[config.mk]
export PLATFORM = sky130hd
export DESIGN_NAME = tat_cell
export DESIGN_NICKNAME = d
export VERILOG_FILES = /design/src/rtl/core/tat_pkg.sv /design/src/rtl/core/tat_cell.sv
export SDC_FILE = /design/constraint.sdc
export NUM_CORES = 1
export LEC_CHECK = 0
export BUFFER_PORTS_ARGS = -buffer_cell sky130_fd_sc_hd__clkbuf_2
export CAP_MARGIN = 20
export CORE_AREA = 2 2 217 219
export DETAILED_ROUTE_END_ITERATION = 10
export DIE_AREA = 0 0 219 221
export HOLD_SLACK_MARGIN = 0.02
export PLACE_DENSITY_LB_ADDON = 0.12
export SLEW_MARGIN = 30
export SYNTH_ARGS = -nofsm -noshare
export SYNTH_HDL_FRONTEND = slang
export SYNTH_SLANG_ARGS = --single-unit
[constraint.sdc]
create_clock -name clk_i -period 4.6 [get_ports clk_i]
set_input_delay 0.23 -clock clk_i [delete_from_list [all_inputs] [get_ports clk_i]]
set_output_delay 0.23 -clock clk_i [all_outputs]
set_load 0.02 [all_outputs]
[src/rtl/core/tat_pkg.sv]
// package for the ttl aging address table
// types, codes and constants shared by the cell and the top level; no dependencies
package tat_pkg;

  localparam int unsigned EntriesDefault = 32;
  localparam int unsigned ExpW = 33;
  localparam int unsigned CountW = 6;

  localparam logic       CmdAdd   = 1'b0;
  localparam logic       CmdSweep = 1'b1;

  localparam logic [1:0] KindAdd     = 2'd0;
  localparam logic [1:0] KindRemoved = 2'd1;
  localparam logic [1:0] KindDone    = 2'd2;

  localparam logic [1:0] StRenewed  = 2'd0;
  localparam logic [1:0] StInserted = 2'd1;
  localparam logic [1:0] StFull     = 2'd2;

  typedef struct packed {
    logic        command;
    logic [7:0]  table_id;
    logic        family;
    logic [63:0] addr_hi;
    logic [63:0] addr_lo;
    logic [31:0] ttl;
    logic [31:0] now;
  } req_t;

  typedef struct packed {
    logic [1:0]  kind;
    logic [1:0]  add_status;
    logic [7:0]  removed_table;
    logic        removed_family;
    logic [63:0] removed_addr_hi;
    logic [63:0] removed_addr_lo;
    logic [5:0]  removed_count;
    logic        last;
  } rsp_t;

  // one stored entry, also the word shifted along the sweep chain
  typedef struct packed {
    logic [7:0]      tbl;
    logic            fam;
    logic [63:0]     hi;
    logic [63:0]     lo;
    logic [ExpW-1:0] exp;
  } entry_t;

  // per-cell controls from the sequencer
  typedef struct packed {
    logic            renew;    // raise expiry if this cell hits
    logic            insert;   // write the request into this cell
    logic            rotate;   // shift entries one cell down the chain
    logic [31:0]     now;
  } cell_ctl_t;

endpackage

[src/rtl/core/tat_cell.sv]
// one slot of the table: valid bit, entry and local match compare
// depends on tat_pkg
module tat_cell (
  input  logic             clk_i,
  input  logic             rst_ni,
  input  tat_pkg::cell_ctl_t ctl_i,
  input  tat_pkg::entry_t  key_i,
  input  tat_pkg::entry_t  nb_entry_i,
  input  logic             nb_valid_i,
  input  logic             clear_i,
  output tat_pkg::entry_t  entry_o,
  output logic             valid_o,
  output logic             hit_o,
  output logic             expired_o
);
  import tat_pkg::*;

  entry_t ent_q, ent_d;
  logic   val_q, val_d;

  always_comb begin
    hit_o = val_q && ent_q.tbl == key_i.tbl && ent_q.fam == key_i.fam &&
            ent_q.lo[31:0] == key_i.lo[31:0] &&
            (!key_i.fam || (ent_q.hi == key_i.hi && ent_q.lo[63:32] == key_i.lo[63:32]));
    expired_o = val_q && ent_q.exp <= {1'b0, ctl_i.now};
  end

  always_comb begin
    ent_d = ent_q;
    val_d = val_q;
    if (ctl_i.rotate) begin
      ent_d = nb_entry_i;
      val_d = nb_valid_i;
    end else if (ctl_i.insert) begin
      ent_d = key_i;
      val_d = 1'b1;
    end else if (ctl_i.renew && hit_o && key_i.exp > ent_q.exp) begin
      ent_d.exp = key_i.exp;
    end
    if (clear_i) val_d = 1'b0;
  end

  always_ff @(posedge clk_i or negedge rst_ni) begin
    if (!rst_ni) val_q <= 1'b0;
    else val_q <= val_d;
  end

  always_ff @(posedge clk_i) begin
    ent_q <= ent_d;
  end

  assign entry_o = ent_q;
  assign valid_o = val_q;
endmodule

* Word-level counts from Yosys, hierarchy flattened *
Index checks and enable logic that the tools add are counted.

word-level totals
  logic and storage cells = 33
  register bits = 171
  output and inout port bits = 173
  input bits = 379

cells by class
  magnitude comparators = 2
  reductions and logical operators = 13
  muxes and demuxes = 7
  eq/ne operators = 5

operators with widths
  cell                            count
  2-to-1 mux 170 bit              1
  2-to-1 mux 137 bit              1
  2-to-1 mux 33 bit               2
  == test 32 bit                  2
  == test 64 bit                  1
  greater-than comparator 33 bit  1
  <= comparator 33 x 32 -> 1 bit  1
  == test 8 bit                   1
  logical AND 1 bit               8
  nonzero test 3 bit              2
  2-to-1 mux 1 bit                3
  nonzero test 2 bit              1
  == test 1 bit                   1
  zero test 1 bit                 1
  logical OR 1 bit                1

* Longest topological paths before layout *
  depth after elaboration = 10
  gate-level depth with buffers = 9
  gate-level depth less buffers = 9

* Worst setup path before layout *
OpenSTA, ideal clock, no wires.

  path type = reg2reg
  start = reg ent_q (netlist bit entry_o[32])
  end = reg ent_q (netlist bit entry_o[0]), enable pin
  required time = 4174 ps
  setup slack = 388 ps
  arrival = 3786 ps
  cell stages (with the launch flop) = 10
  clock period less this slack = 4212 ps
  path buffers = 0
  path through = edfxtp_1 -> inv_2 -> ha_1 -> and4_1 -> nand4_1 -> or3_4 -> or4_4 -> o211ai_2 -> nor3_1 -> o31ai_2

between the ends
  cells in the longest elaborated chain, start to end = 3

RTL lines
  item                                 line            source
  start: declaration                   tat_cell.sv:18  entry_t ent_q, ent_d;
  start signal: assignment             tat_cell.sv:49  ent_q <= ent_d;
  greater-than comparator 33 bit       tat_cell.sv:37  end else if (ctl_i.renew && hit_o && key_i.exp > ent_q.exp) begin
  logical AND 1 bit                    tat_cell.sv:37
  nonzero test 3 bit (no source line)  n/a

Every way passes these cells.
A chain may end at the register's enable or synchronous reset.

* Worst setup path after layout *
  start = reg ent_q (netlist bit entry_o[146])
  end = reg ent_q (netlist bit entry_o[14]), enable pin

between the ends
  cells in the longest elaborated chain, start to end = 7

RTL lines
  item                                 line            source
  == test 64 bit                       tat_cell.sv:24  (!key_i.fam || (ent_q.hi == key_i.hi && ent_q.lo[63:32] == key_i.lo[63:32]));
  logical AND 1 bit                    tat_cell.sv:24
  logical OR 1 bit                     tat_cell.sv:24
  logical AND 1 bit                    tat_cell.sv:23  ent_q.lo[31:0] == key_i.lo[31:0] &&
  logical AND 1 bit (2 in a row)       tat_cell.sv:37
  nonzero test 3 bit (no source line)  n/a

Every way passes these cells.

==> results.toml <==
[worst_setup_path]
reg2reg_slack_ps = 1210
critPathBufInv = 1
cp.required_ps = 4730
cp-start-kind = "flop"
crit_top_cell = "nand4_1"
max_stage_delay_ps = 630
arrival_ps = 3520
rr_startpoint = "entry_o[146]$_DFFE_PP_"
r2r_end = "entry_o[14]$_DFFE_PP_"
path_max_fanout = 33
path_cells = "xnor2_1, nand4_1, nor4_1, nand4_1, o31ai_2, nand4_2, o31ai_4, buf_4"
path_class = "reg2reg"
slowest_stage = "nor4_1"
cpLargestDelayFamily = "simple AND/OR/NAND/NOR gates"
rr_worst_depth = 8
end_kind = "flop"

[timing]
clock_skew_ps = 20.7
slew_headroom_pct = 37.9
finalCritPeriodShare_pct = 73.7
max_freq_mhz = 295
rsz0062_at_grt = "false"
finalSetupViolCount = 0
worst_slew_pin_slew_ps = 932
setup-tns-final_ps = 0
min_period_ps = 3390
drv_slew = 0
hold_viol = 0

[die]
core-area_um2 = 46100
die_h_um = 221
core.rowCount = 79
die_w_um = 219
io_pins = 552
start_util_pct = 22.4
dieArea_um2 = 48400

[clock_tree]
htree_levels = 4
tritoncts = "yes"
clock_path_buffers = 2
ctsResizeCount = 0
clkLatencyLatePin_ps = 490
root_buffer = "clkbuf_16"
post_cts_buffers = 0
clkSinkCount = 171
cts_hold_buf = 185
path_clk_slew_ps = 80
numCtsBuffers = 17

[place]
dp_hpwl_um = 33100
dpl_cell_area_um2 = 13800
portBuffers = 551
placedCellCount = 1923
place_congestion = 0.825

[layout]
utilization_pct = 35.3
final_area_um2 = 16300
nNetsFinal = 1964
syn_to_final_growth_pct = 57.5
stdcell_count = 2141
drive_gt1_share_pct = 50.2

[synth]
postSynthAreaPerCell_um2 = 13.3
synth.yosys.seq_area_share_pct = 49.6
yosys_warnings = 0
synth_seq_cells = 171
synth_edf_count = 170
async_reset_ff_share_pct = 0.585
synth_nets = 1222
syn_inst = 778
synth_cell_types = 40
synth_top_area_cell = "edfxtp_1"
ys.flop_type = "edfxtp_1"
syn_area_um2 = 10300
netlist.area_leader.share_pct = 49.4
synth_top_cells_by_area = "edfxtp_1, mux2_2, xnor2_1"

[route]
avgViaCountPerCell = 4.25
dr.pass1.iters = 5
wl_per_cell_um = 19.3
ant_nets = 0
drc = 0
drtIter0Drc = 262
num_vias = 9090
wl_um = 41300

[min_path]
hold_depth = 2
holdCritPathClass = "in2reg"
hold_start = "key_i[136]"
min_to = "entry_o[136]$_DFFE_PP_"

[outcome]
status = "complete, no violations"

[flow_run]
drv_cap = 0

[pwr]
power_density_nw_per_um2 = 304
total_leakage_power_nw = 7.32
ir_drop_v = 0.000274

[global_route]
antenna_found_initial = 5
grt_pass1_vias = 10100
gr-total-overflow = 0
grt_start_max_net_pins = 81
grt_usage_pct = 17.1
grt_pass1_wl_um = 60900
[sequential cells by signal (all words and copies together) (netlist names)]
name	count
entry_o	170
valid_o	1
[layout by cell type (no fill, tap or decap), types with 6 or more instances in the layout]
| master | count |
|---|---|
| clkbuf_16 | 17 |
| a21oi_1 | 19 |
| nor4_1 | 16 |
| ha_1 | 65 |
| xor2_1 | 36 |
| xnor2_1 | 101 |
| dlygate4sd3_1 | 185 |
| a21o_1 | 16 |
| clkbuf_2 | 550 |
| nand2_1 | 8 |
| edfxtp_1 | 170 |
| mux2_2 | 169 |
| nand4_1 | 40 |
| inv_6 | 6 |
| nand3_1 | 7 |
| nor3_1 | 6 |
| buf_4 | 6 |
| inv_1 | 68 |
[where the power goes]
group	total, mW	switching, mW	internal, mW
clock	1.53	0.727	0.808
combinational	1.36	0.711	0.647
sequential	2.06	0.133	1.92
total	4.95	1.57	3.38
[synthesized netlist by cell type, drive strengths merged, types with 6 or more instances]
cell / instances
edfxtp: 170
mux2: 169
xnor2: 101
inv: 70
ha: 65
nand4: 43
xor2: 36
a21oi: 19
clkbuf: 18
a21o: 16
nor4: 16
nand2: 8
nand3: 7
nor3: 6
o21ai: 6
[worst max-delay path by stage]
stage / from / slack [ps] / depth (start not counted) / to
after floorplan: entry_o[32]$_DFFE_PP_ / 390 / 9 / entry_o[0]$_DFFE_PP_
after global placement: entry_o[69]$_DFFE_PP_ / 1030 / 8 / entry_o[4]$_DFFE_PP_
after detailed placement: entry_o[69]$_DFFE_PP_ / 960 / 8 / entry_o[6]$_DFFE_PP_
after CTS: entry_o[69]$_DFFE_PP_ / 930 / 8 / hit_o
after global routing: entry_o[69]$_DFFE_PP_ / 880 / 8 / entry_o[14]$_DFFE_PP_
final: entry_o[146]$_DFFE_PP_ / 1210 / 8 / entry_o[14]$_DFFE_PP_
[per-stage QoR]
stage	worst slack, ps	total power [mW]	hold slack (ps)
3_3_place_gp	1030	3.32	5.88
2_1_floorplan	388	2.77	-65.6
4_1_cts	927	5.05	20.5
3_5_place_dp	956	3.33	6.06
6_report	1210	4.95	60.2
5_1_grt	882	5.22	38.7
[worst register-to-register path: stages, from the launching register on]
cell      delay (ps)
edfxtp_1         420
xnor2_1          210
nand4_1          140
nor4_1           630
nand4_1          370
o31ai_2          340
nand4_2          170
o31ai_4          270
buf_4            450
[cell families (layout without fill, tap and decap cells)]
group                    after synthesis  in the layout  synth area share [%]
AND/OR/NAND/NOR                       93             93                  5.66
adder cells (fa/ha/maj)               65             65                  7.87
multiplexers                         169            169                  18.4
AO/OA/AOI/OAI                         54             54                  3.53
other                                  0              2                     0
XOR/XNOR                             137            137                  11.6
flip-flops                           171            171                  49.6
buffers and inverters                 89            843                  3.30
[layer usage]
metal | wire length, um | part of all wire [%] | track usage, %
met3 | 3720 | 9.0 | 7.08
met1 | 15800 | 38 | 18.2
met2 | 20700 | 50 | 29.8
met5 | 38 | 0.092 | 0
met4 | 1050 | 2.5 | 6.63
[layout make-up]
| cell class | instances | area [um^2] |
|---|---|---|
| fillers | 4795 | 29800 |
| diodes | 2 | 5.00 |
| clock inverters | 14 | 158 |
| multi-input cells | 518 | 4880 |
| flip-flops and latches | 171 | 5130 |
| repair buffers | 742 | 4660 |
| well taps | 607 | 759 |
| clock buffers | 17 | 425 |
| inverters | 70 | 268 |
Power figures use the tool's default switching activity.
